<file path="src/hdl/free_server_allocator_defines.svh">
// Assertion macros shared by the allocator modules.
// Each macro expects clk_i and rst_ni to be visible where it is used.
`ifndef FREE_SERVER_ALLOCATOR_DEFINES_SVH
`define FREE_SERVER_ALLOCATOR_DEFINES_SVH

// Checked on every rising edge outside reset.
`define FSA_ASSERT(label, prop, msg) \
  label: assert property (@(posedge clk_i) disable iff (!rst_ni) (prop)) else $error(msg);

// Checked on every rising edge, reset included.
`define FSA_ASSERT_ALWAYS(label, prop, msg) \
  label: assert property (@(posedge clk_i) (prop)) else $error(msg);

`endif

</file>
<file path="src/hdl/fsa_pkg.sv">
package fsa_pkg;

  // Pool size and derived widths.
  localparam int unsigned MAX_SERVERS = 128;
  localparam int unsigned IDX_W = (MAX_SERVERS > 1) ? $clog2(MAX_SERVERS) : 1;
  localparam int unsigned CFG_W = 8;
  localparam int unsigned CNT_RAW_W = $clog2(MAX_SERVERS + 1);
  localparam int unsigned CNT_W = (CNT_RAW_W > CFG_W) ? CNT_RAW_W : CFG_W;

  // Field widths.
  localparam int unsigned TIME_W = 20;
  localparam int unsigned NEED_W = 8;
  localparam int unsigned DUR_W = 10;
  localparam int unsigned BUSY_W = 21;
  localparam int unsigned SUM_W = 14;

  localparam logic [CFG_W-1:0] SERVER_COUNT_RESET = 8'd128;

  // Controller states.
  typedef enum logic [1:0] {
    ST_IDLE,
    ST_COUNT,
    ST_ALLOC,
    ST_RESULT
  } state_e;

  // Commands from the controller to the datapath.
  typedef struct packed {
    logic load;
    logic scan_en;
    logic start_alloc;
    logic alloc_mode;
  } cmd_t;

  // Status from the datapath to the controller.
  typedef struct packed {
    logic scan_done;
    logic enough;
  } sts_t;

endpackage

</file>
<file path="src/hdl/fsa_ctrl.sv">
`include "free_server_allocator_defines.svh"

module fsa_ctrl (
  input  logic          clk_i,
  input  logic          rst_ni,
  input  logic          in_valid_i,
  output logic          in_ready_o,
  output logic          out_valid_o,
  input  logic          out_ready_i,
  input  fsa_pkg::sts_t sts_i,
  output fsa_pkg::cmd_t cmd_o
);
  import fsa_pkg::*;

  state_e state_q, state_d;

  // State register.
  always_ff @(posedge clk_i or negedge rst_ni) begin
    if (!rst_ni) begin
      state_q <= ST_IDLE;
    end else begin
      state_q <= state_d;
    end
  end

  // Next state: count free servers, then allocate if there are enough.
  always_comb begin
    state_d = state_q;
    case (state_q)
      ST_IDLE: begin
        if (in_valid_i) state_d = ST_COUNT;
      end
      ST_COUNT: begin
        if (sts_i.scan_done) begin
          state_d = sts_i.enough ? ST_ALLOC : ST_RESULT;
        end
      end
      ST_ALLOC: begin
        if (sts_i.scan_done) state_d = ST_RESULT;
      end
      ST_RESULT: begin
        if (out_ready_i) state_d = ST_IDLE;
      end
      default: state_d = ST_IDLE;
    endcase
  end

  // Outputs and datapath commands.
  always_comb begin
    in_ready_o        = 1'b0;
    out_valid_o       = 1'b0;
    cmd_o             = '0;
    case (state_q)
      ST_IDLE: begin
        in_ready_o = 1'b1;
        cmd_o.load = in_valid_i;
      end
      ST_COUNT: begin
        cmd_o.scan_en     = 1'b1;
        cmd_o.start_alloc = sts_i.scan_done && sts_i.enough;
      end
      ST_ALLOC: begin
        cmd_o.scan_en    = 1'b1;
        cmd_o.alloc_mode = 1'b1;
      end
      ST_RESULT: begin
        out_valid_o = 1'b1;
      end
      default: begin
        in_ready_o = 1'b0;
      end
    endcase
  end

  `FSA_ASSERT_ALWAYS(a_idle_in_reset, !rst_ni |=> (state_q == ST_IDLE), "not idle in reset")
  `FSA_ASSERT(a_result_after_scan, $rose(out_valid_o) |-> $past(sts_i.scan_done), "early result")
  `FSA_ASSERT(a_busy_after_accept, (in_valid_i && in_ready_o) |=> !in_ready_o, "ready after accept")

endmodule

</file>
<file path="src/hdl/fsa_dp.sv">
`include "free_server_allocator_defines.svh"

module fsa_dp (
  input  logic                         clk_i,
  input  logic                         rst_ni,
  input  logic                         cfg_we_i,
  input  logic [fsa_pkg::CFG_W-1:0]    cfg_data_i,
  input  logic [fsa_pkg::TIME_W-1:0]   arrival_time_i,
  input  logic [fsa_pkg::NEED_W-1:0]   servers_needed_i,
  input  logic [fsa_pkg::DUR_W-1:0]    duration_i,
  input  fsa_pkg::cmd_t                cmd_i,
  output fsa_pkg::sts_t                sts_o,
  output logic                         granted_o,
  output logic [fsa_pkg::SUM_W-1:0]    id_sum_o
);
  import fsa_pkg::*;

  logic [CFG_W-1:0]       server_count_q;
  logic [CNT_W-1:0]       count_ext;
  logic [CNT_W-1:0]       count_eff;
  logic [TIME_W-1:0]      arrival_q;
  logic [NEED_W-1:0]      need_q;
  logic [CNT_W-1:0]       need_ext;
  logic [BUSY_W-1:0]      end_q;
  logic [CNT_W-1:0]       pos_q;
  logic                   issue;
  logic [IDX_W-1:0]       rd_addr;
  logic [BUSY_W-1:0]      mem [MAX_SERVERS];
  logic [MAX_SERVERS-1:0] valid_q;
  logic [BUSY_W-1:0]      rd_q;
  logic                   rdv_q;
  logic                   cmp_vld_q;
  logic [IDX_W-1:0]       cmp_idx_q;
  logic [BUSY_W-1:0]      busy_val;
  logic                   is_free;
  logic [CNT_W-1:0]       free_cnt_q;
  logic [CNT_W-1:0]       taken_q;
  logic                   mem_we;
  logic                   granted_q;
  logic [SUM_W-1:0]       sum_q;

  // Server count register.
  always_ff @(posedge clk_i or negedge rst_ni) begin
    if (!rst_ni) begin
      server_count_q <= SERVER_COUNT_RESET;
    end else if (cfg_we_i) begin
      server_count_q <= cfg_data_i;
    end
  end

  // Active servers, clipped to the pool size.
  assign count_ext = CNT_W'(server_count_q);
  assign count_eff = (count_ext > CNT_W'(MAX_SERVERS)) ? CNT_W'(MAX_SERVERS) : count_ext;
  assign need_ext  = CNT_W'(need_q);

  // Task latch; the end time is formed once at load.
  always_ff @(posedge clk_i or negedge rst_ni) begin
    if (!rst_ni) begin
      arrival_q <= '0;
      need_q    <= '0;
      end_q     <= '0;
    end else if (cmd_i.load) begin
      arrival_q <= arrival_time_i;
      need_q    <= servers_needed_i;
      end_q     <= BUSY_W'(arrival_time_i) + BUSY_W'(duration_i);
    end
  end

  // Scan pointer: one read issued per cycle while inside the active range.
  assign issue   = cmd_i.scan_en && (pos_q < count_eff);
  assign rd_addr = pos_q[IDX_W-1:0];

  always_ff @(posedge clk_i or negedge rst_ni) begin
    if (!rst_ni) begin
      pos_q     <= '0;
      cmp_vld_q <= 1'b0;
    end else begin
      cmp_vld_q <= issue;
      if (cmd_i.load || cmd_i.start_alloc) begin
        pos_q <= '0;
      end else if (issue) begin
        pos_q <= pos_q + CNT_W'(1);
      end
    end
  end

  // Busy-until memory with registered read.
  always_ff @(posedge clk_i) begin
    if (mem_we) begin
      mem[cmp_idx_q] <= end_q;
    end
    rd_q      <= mem[rd_addr];
    rdv_q     <= valid_q[rd_addr];
    cmp_idx_q <= rd_addr;
  end

  // Entries never written read as zero, so every server starts free.
  always_ff @(posedge clk_i or negedge rst_ni) begin
    if (!rst_ni) begin
      valid_q <= '0;
    end else if (mem_we) begin
      valid_q[cmp_idx_q] <= 1'b1;
    end
  end

  // Compare stage.
  assign busy_val = rdv_q ? rd_q : '0;
  assign is_free  = busy_val <= BUSY_W'(arrival_q);
  assign mem_we   = cmp_vld_q && is_free && cmd_i.alloc_mode && (taken_q < need_ext);

  // Free count, taken count and result accumulation.
  always_ff @(posedge clk_i or negedge rst_ni) begin
    if (!rst_ni) begin
      free_cnt_q <= '0;
      taken_q    <= '0;
      granted_q  <= 1'b0;
      sum_q      <= '0;
    end else if (cmd_i.load) begin
      free_cnt_q <= '0;
      taken_q    <= '0;
      granted_q  <= 1'b0;
      sum_q      <= '0;
    end else begin
      if (cmd_i.start_alloc) begin
        granted_q <= 1'b1;
      end
      if (cmp_vld_q && is_free && !cmd_i.alloc_mode) begin
        free_cnt_q <= free_cnt_q + CNT_W'(1);
      end
      if (mem_we) begin
        taken_q <= taken_q + CNT_W'(1);
        sum_q   <= sum_q + SUM_W'(CNT_W'(cmp_idx_q) + CNT_W'(1));
      end
    end
  end

  assign sts_o.scan_done = !issue && !cmp_vld_q;
  assign sts_o.enough    = free_cnt_q >= need_ext;
  assign granted_o       = granted_q;
  assign id_sum_o        = sum_q;

  `FSA_ASSERT(a_taken_bounded, taken_q <= need_ext, "more servers taken than needed")
  `FSA_ASSERT(a_sum_only_granted, (sum_q != '0) |-> granted_q, "id sum on refused task")
  `FSA_ASSERT(a_cmp_in_scan, cmp_vld_q |-> cmd_i.scan_en, "compare outside a scan")

endmodule

</file>
<file path="src/hdl/free_server_allocator.sv">
// First-fit server allocator.
// Input channel (in_valid_i/in_ready_o) carries one task request: arrival
// time, number of servers needed and duration. Output channel
// (out_valid_o/out_ready_i) returns one result per request: a grant flag and
// the sum of the granted server ids (zero when refused).
// The server count register is written through cfg_we_i/cfg_data_i; the
// user must write it only while idle, as the block does not enforce this.
// One request is processed at a time. A counting pass reads each active
// server's busy-until entry from the memory, one entry per cycle through its
// single read port; a granted request then takes a second pass that claims the
// lowest-numbered free servers. The result follows the counting pass when
// refused and the claiming pass when granted.
// Reset marks every server free and sets the server count to 128; no
// clearing pass is needed. The result stays on the output until it is
// taken; while the receiver stalls, no new request is accepted.
module free_server_allocator (
  input  logic                        clk_i,
  input  logic                        rst_ni,
  input  logic                        cfg_we_i,
  input  logic [fsa_pkg::CFG_W-1:0]   cfg_data_i,
  input  logic                        in_valid_i,
  output logic                        in_ready_o,
  input  logic [fsa_pkg::TIME_W-1:0]  arrival_time_i,
  input  logic [fsa_pkg::NEED_W-1:0]  servers_needed_i,
  input  logic [fsa_pkg::DUR_W-1:0]   duration_i,
  output logic                        out_valid_o,
  input  logic                        out_ready_i,
  output logic                        granted_o,
  output logic [fsa_pkg::SUM_W-1:0]   id_sum_o
);
  import fsa_pkg::*;

  cmd_t cmd;
  sts_t sts;

  // Sequencer.
  fsa_ctrl u_ctrl (
    .clk_i       (clk_i),
    .rst_ni      (rst_ni),
    .in_valid_i  (in_valid_i),
    .in_ready_o  (in_ready_o),
    .out_valid_o (out_valid_o),
    .out_ready_i (out_ready_i),
    .sts_i       (sts),
    .cmd_o       (cmd)
  );

  // Busy-until store, scan and result registers.
  fsa_dp u_dp (
    .clk_i            (clk_i),
    .rst_ni           (rst_ni),
    .cfg_we_i         (cfg_we_i),
    .cfg_data_i       (cfg_data_i),
    .arrival_time_i   (arrival_time_i),
    .servers_needed_i (servers_needed_i),
    .duration_i       (duration_i),
    .cmd_i            (cmd),
    .sts_o            (sts),
    .granted_o        (granted_o),
    .id_sum_o         (id_sum_o)
  );

endmodule
</file>
<file path="config.mk">
export PLATFORM = sky130hd
export DESIGN_NAME = free_server_allocator
export DESIGN_NICKNAME = d
export VERILOG_FILES = /design/src/hdl/fsa_pkg.sv /design/src/hdl/fsa_ctrl.sv /design/src/hdl/fsa_dp.sv /design/src/hdl/free_server_allocator.sv
export VERILOG_INCLUDE_DIRS = /design/src /design/src/hdl
export SDC_FILE = /design/constraint.sdc
export NUM_CORES = 2
export LEC_CHECK = 0
export BUFFER_PORTS_ARGS = -buffer_cell sky130_fd_sc_hd__buf_4
export CAP_MARGIN = 20
export CORE_MARGIN = 5
export CORE_UTILIZATION = 52
export DETAILED_ROUTE_END_ITERATION = 16
export PLACE_DENSITY = 0.67
export SKIP_LAST_GASP = 1
export SLEW_MARGIN = 10
export SYNTH_ARGS = -nofsm -noshare
export SYNTH_HDL_FRONTEND = slang
export SYNTH_HIERARCHICAL = 1
export SYNTH_SLANG_ARGS = --single-unit
export TNS_END_PERCENT = 5
</file>
<file path="constraint.sdc">
create_clock -name clk_i -period 7.2 [get_ports clk_i]
set_input_delay 1.8 -clock clk_i [delete_from_list [all_inputs] [get_ports clk_i]]
set_output_delay 1.8 -clock clk_i [all_outputs]
set_load 0.01 [all_outputs]
</file>
## Yosys cells after proc, flatten, opt, wreduce, memory -nomap -nowiden

Memory sizes are Yosys's and may differ from the RTL's. A register that Yosys moved wholly into a read port is not among the register bits.
Index checks and enable logic that the tools add are counted.

| operators by class | value |
|---|---|
| mux-type cells | 30 |
| reductions and logical operators | 19 |
| order comparisons | 8 |
| equal/unequal tests | 7 |
| bitwise gates (word level) | 1 |
| add/subtract/negate cells | 6 |

Operators by type and width:

| cell | count |
|---|---|
| $or A128 B128 Y128 | 1 |
| $mux W8 | 7 |
| $mux W14 | 2 |
| $add A8 B1 Y8 const B | 3 |
| $add A20 B10 Y21 | 1 |
| $le A21 B20 Y1 | 1 |
| $mux W21 | 1 |
| $lt A7 B8 Y1 const B | 2 |
| $lt A8 B8 Y1 | 2 |
| $add A14 B14 Y14 | 1 |
| $mux W1 | 13 |
| $add A7 B1 Y8 const B | 1 |
| $ge A8 B8 Y1 | 1 |
| $gt A8 B8 Y1 const B | 1 |
| $logic_and A1 B1 Y1 | 8 |
| $mux W2 | 4 |
| $pmux W2 S4 | 1 |
| $reduce_bool A2 Y1 | 4 |
| $bmux W1 S7 | 1 |
| $demux W1 S7 | 1 |
| $ge A7 B1 Y1 const B | 1 |
| $eq A2 B2 Y1 const B | 2 |
| $ne A2 B1 Y1 const B | 2 |
| $ne A2 B2 Y1 const B | 2 |
| other kinds (6) | 8 |

| word-level totals | value |
|---|---|
| memory bits (writable) | 2688 |
| register bits | 235 |
| memories | 1 |
| logic and storage cells | 86 |
| bits of input ports | 51 |

Memories:

| memory | depth | width | read ports | clocked after memory_dff | write ports | line | RTL |
|---|---|---|---|---|---|---|---|
| u_dp.mem | 128 | 21 | 1 | 1 | 1 | fsa_dp.sv:28 | `logic [BUSY_W-1:0] mem [MAX_SERVERS];` |

## Depth between registers and ports, before layout

| logic depth | value |
|---|---|
| depth in word-level cells | 10 |
| mapped depth | 14 |

## Cells and area by module

The synthesis kept the hierarchy.

By module, submodules not included:

| module | sequential area each (µm²) | instances | cells each | area each (µm²) |
|---|---|---|---|---|
| fsa_dp | 86929.6 | 1 | 5241 | 114761.3 |
| fsa_ctrl | 50.0 | 1 | 20 | 197.7 |

## Worst setup path after synthesis

OpenSTA, ideal clock, no wires.

| timing path | value |
|---|---|
| path type | flip-flop to flip-flop |
| start | reg u_dp.rdv_q |
| end | mem u_dp.mem[106][0] (enable) |
| stages on the path, launching flop included | 12 |
| buffers on the path | 3 |
| library setup time | 399 ps |
| data required time | 6801 ps |
| path slack | 3361 ps |
| data arrival time | 3440 ps |
| path through | dfxtp_1 > clkbuf_1 > and2_1 > ha_1 > nand4_1 > or4_1 > nor2_2 > a22oi_2 > or4_1 > clkbuf_1 > buf_2 > nor2_1 |

| on the way | value |
|---|---|
| cells in the longest elaborated chain, start to end | 7 |

Ends and longest elaborated chain:

| element | line | RTL |
|---|---|---|
| start, declared | fsa_dp.sv:31 | `logic rdv_q;` |
| start signal, assigned | fsa_dp.sv:93 | `rdv_q <= valid_q[rd_addr];` |
| $mux W21 | fsa_dp.sv:107 | `assign busy_val = rdv_q ? rd_q : '0;` |
| $le A21 B20 Y1 | fsa_dp.sv:108 | `assign is_free = busy_val <= BUSY_W'(arrival_q);` |
| $logic_and A1 B1 Y1 (3 in a row) | fsa_dp.sv:109 | `assign mem_we = cmp_vld_q && is_free && cmd_i.alloc_mode && (taken_q < need_ext);` |
| $mux W1 | fsa_dp.sv:89 | `if (mem_we) begin` |
| $mux W1 (not written as such) | fsa_dp.sv:90 | `mem[cmp_idx_q] <= end_q;` |
| end, declared | fsa_dp.sv:28 |  |

No other way between the ends.

## Worst setup path after layout

| timing path | value |
|---|---|
| start | reg u_dp.rdv_q |
| end | mem u_dp.mem[124][11] (enable) |

The elaborated chain is that of the path after synthesis.

==> reports/metrics.cfg <==
[status]
outcome = finished, final reports clean

[logic_synthesis]
netlist_area_um2 = 115000
synth-seq-cells = 2944
synth-seq-area-share_pct = 75.7
syn_nets = 5380
ys.warnings.count = 6
leading_register_cell_type_out_of_synthesis = edfxtp_1
proportion_of_synthesized_flip_flops_having_asynchronous_set_or_reset_pct = 7.71
post_synth.cell_area_avg_um2 = 21.9
synth-edff-count = 2688
synth_cell_types = 66
syn_inst = 5261

[route]
post_drt_wl_per_cell_um = 32.4
num_vias = 55800
vias_per_cell = 6.37
route.antenna.remaining_nets = 0
drt_iter0_drc = 7837
drt-total-wl_um = 284000
detailedRoute.firstPassIterationCount = 6
drc = 0

[timing]
rsz0062_at_grt = no
max-slew-margin-rel_pct = 19.2
setup_viol = 0
final-hold-violation-count = 0
skew_ns = 0.0599
timing_max_transition_violations_final = 0
clock.fmax_ghz = 0.191
worst-slew-pin-transition_ns = 1.21
setup-tns-final_ns = 0
final.period_utilization_pct = 72.9
final.min_clock_period_ns = 5.25

[worst_hold_path]
worstHoldPathCells = 1
min-delay-path-class = reg -> reg
hold_end = u_dp/valid_q[6]
min-delay-start = u_dp/valid_q[6]

[place]
dpl-instance-area_um2 = 120000
routabilityCongestion = 0.979
final_hpwl_dp_um = 165000
portBuffers = 67

[clock_network]
clk_root_buffer_cell = clkbuf_16
cts_resized = 0
clk_latency_ns = 0.94
cts.sinks = 2944
total_number_of_h_tree_levels = 5
cts_post_setup_buffers_inserted = 0
cts_max_path_buffers = 4
clk_pin_slew_ns = 0.06
cts_buffers = 311
cts_hold_buffers = 0
cts_tree = done

[power_and_ir_drop]
power.ir.vdd_worst_uv = 282
clock_power_share_pct = 30.0
cell_internal_pwr_mw = 34.8
p_sw_share_pct = 30.0
sequentialPowerShare_pct = 46.0
combinational_power_share_pct = 24.1
power_dissipated_by_switching_net_loads_mw = 14.9
p_leak_nw = 41.3
power_density_nw_per_um2 = 384

[global_route]
grt_usage_pct = 24.7
grt_first_pass_wirelength_um = 407000
grt_pass1_vias = 55100
antenna_found_initial = 15
grt_start_max_net_pins = 140
grt_overflow = 0

[setup_path]
critPathKind = reg -> reg
path_buf_inv = 2
cp_data_required_time_ns = 7.78
cp_slowest_stage_delay_ns = 1.00
worstPathCellList = and2_1 > ha_1 > nand4_1 > or4_1 > nor2_2 > a22o_1 > nand3_2 > buf_4 > nor2_2 > buf_4
critPathTopFamily = simple AND/OR/NAND/NOR gates
timing.critical_path.arrival_ns = 5.83
r2r_end = u_dp/mem[124][11]
timing.rr.start = u_dp/rdv_q
rr_worst_depth = 10
worstPathMaxFanout = 22
worst_path_max_delay_cell = nand3_2
reg2reg_slack_ns = 1.95
start_kind = flip-flop
critPathCaptureType = flip-flop

[layout]
filler_cell_count = 15600
design_area_um2 = 130000
finalNetCount = 5700
drive_above_1_share_pct = 29.9
synthToLayoutAreaGrowth_pct = 12.9

[job]
cap_violations = 0

[floorplan]
core_area_um2 = 220000
floorplan.die.height_um = 480
floorplan.io_pins = 68
rows = 172
starting_utilization_of_the_core_area_pct = 52.3
die_width_um = 480
floorplan.die_area_um2 = 231000

==> per-stage QoR <==
step	hold slack [ns]	setup WS, ns	total power, mW	utilization (%)	cells
2_1_floorplan	0.368	3.36	30.4	-	5261
3_3_place_gp	0.453	1.62	35.1	54.5	8194
3_5_place_dp	0.456	2.06	35.3	54.7	8215
4_1_cts	0.472	2.06	50.1	58.9	8748
5_1_grt	0.480	1.82	51.6	59.0	8760
6_report	0.470	1.95	49.8	59.0	8763
==> registers in the layout, indices dropped and copies added (netlist names) <==
name	count
u_dp/mem	2688
u_dp/valid_q	128
u_dp/end_q	21
u_dp/rd_q	21
u_dp/arrival_q	20
u_dp/id_sum_o	14
u_dp/count_ext	8
u_dp/free_cnt_q	8
u_dp/need_ext	8
u_dp/pos_q	8
u_dp/taken_q	8
u_dp/cmp_idx_q	7
u_ctrl/state_q	2
u_dp/cmp_vld_q	1
u_dp/granted_o	1
u_dp/rdv_q	1
==> cell usage after synthesis (16+ instances only) <==
library cell,n,area [um^2]
inv_1,50,188
buf_2,76,380
o21ai_0,49,245
dfrtp_1,226,5660
o22a_1,19,166
nor2_1,180,676
dfxtp_1,29,581
a21oi_1,42,210
nor2b_1,53,332
nand3_1,16,80.1
nand2_1,75,282
edfxtp_1,2688,80700
mux4_2,802,18100
and2_1,24,150
buf_1,26,97.6
o21bai_1,129,968
a22oi_1,61,458
ha_1,66,826
a211oi_1,45,338
nor3_1,26,130
mux2i_1,130,1300
buf_4,45,338
nand4_1,34,213
mux2_2,61,687
clkbuf_1,142,533
==> kinds of logic (layout without fill, tap and decap cells) <==
| kind of cell | count (synthesis) | after routing | share of synthesized area, % |
|---|---|---|---|
| AOI/OAI and AO/OA | 417 | 417 | 2.58 |
| other | 0 | 4 | 0 |
| buffers and inverters | 344 | 884 | 1.38 |
| adders and majority gates | 68 | 68 | 0.753 |
| muxes | 994 | 994 | 17.5 |
| DFF | 2944 | 2944 | 75.7 |
| xor gates and xnor gates | 17 | 17 | 0.130 |
| and+or+nand+nor | 477 | 477 | 2.04 |
==> power groups by stage <==
stage	Sequential [mW]	Clock [mW]	Combinational [mW]
floorplan	22.9	0	7.57
global placement	23.2	0	11.9
detailed placement	23.3	0	12.0
CTS	22.9	15.2	12.1
global route	23.0	15.9	12.7
finish	22.9	14.9	12.0
==> worst max-delay path by stage <==
| stage | cells after the start | slack [ns] | startpoint | endpoint |
|---|---|---|---|---|
| floorplan | 11 | 3.36 | u_dp/rdv_q | u_dp/mem[106][0] |
| global placement | 8 | 1.62 | u_dp/rdv_q | u_dp/mem[39][20] |
| detailed placement | 10 | 2.06 | u_dp/rdv_q | u_dp/mem[124][19] |
| CTS | 10 | 2.06 | u_dp/rdv_q | u_dp/mem[124][13] |
| global route | 11 | 1.82 | u_dp/rdv_q | u_dp/mem[124][9] |
| finish | 10 | 1.95 | u_dp/rdv_q | u_dp/mem[124][11] |
==> worst register-to-register path, stage by stage, from the launching register on <==
cell and delay [ns]:
dfxtp_1 0.74, and2_1 0.24, ha_1 0.15, nand4_1 0.13, or4_1 0.58, nor2_2 0.18, a22o_1 0.67, nand3_2 1.00
buf_4 0.62, nor2_2 0.18, buf_4 0.38
==> area by class of cell <==
class                      count  area [um^2]  area share (%)
antenna                        4         10.0         0.00771
clock buffer                 395         8260            6.37
clock inverter               138         1070           0.824
inverter                      51          191           0.147
multi-input combinational   1973        26800            20.6
sequential                  2944        87100            67.1
tap                         2958         3700            2.85
timing repair buffer         300         2750            2.12
==> layer usage <==
metal | vias to the layer above | track usage, % | routed length [um]
met3 | 416 | 5.57 | 28400
li1 | 22600 | - | -
met5 | - | 0 | 168
met2 | 2846 | 36.5 | 129000
met1 | 29900 | 37.2 | 116000
met4 | 4 | 8.03 | 9860
==> placed cells by master, fill, tap and decap left out, types with 8 or more instances in the layout <==
cell type | synthesis | layout
dfrtp_1 | 226 | 199
a21oi_1 | 42 | 42
ha_1 | 66 | 66
buf_12 | 0 | 21
or3_1 | 9 | 9
o31ai_1 | 8 | 8
edfxtp_1 | 2688 | 2688
clkinv_1 | 1 | 66
nor2b_1 | 53 | 53
o21ai_0 | 49 | 49
dfxtp_1 | 29 | 29
nor2_1 | 180 | 52
nand2_1 | 75 | 75
mux2_2 | 61 | 61
dfrtp_4 | 0 | 26
mux4_2 | 802 | 802
o22a_1 | 19 | 19
buf_8 | 0 | 19
xor2_1 | 10 | 10
nand2b_1 | 12 | 12
a21o_1 | 13 | 13
bufinv_16 | 0 | 16
buf_4 | 45 | 248
mux2i_1 | 130 | 130
nand3_1 | 16 | 15
a22oi_1 | 61 | 61
nor2_2 | 1 | 129
and2_1 | 24 | 23
a211oi_1 | 45 | 42
or4_1 | 11 | 8
clkinv_2 | 0 | 40
o21bai_1 | 129 | 129
clkbuf_1 | 142 | 73
inv_1 | 50 | 50
clkbuf_16 | 0 | 316
nand4_1 | 34 | 34
nor3_1 | 26 | 24
clkinvlp_4 | 0 | 9
Note: power is estimated with default switching activity, not from simulation.
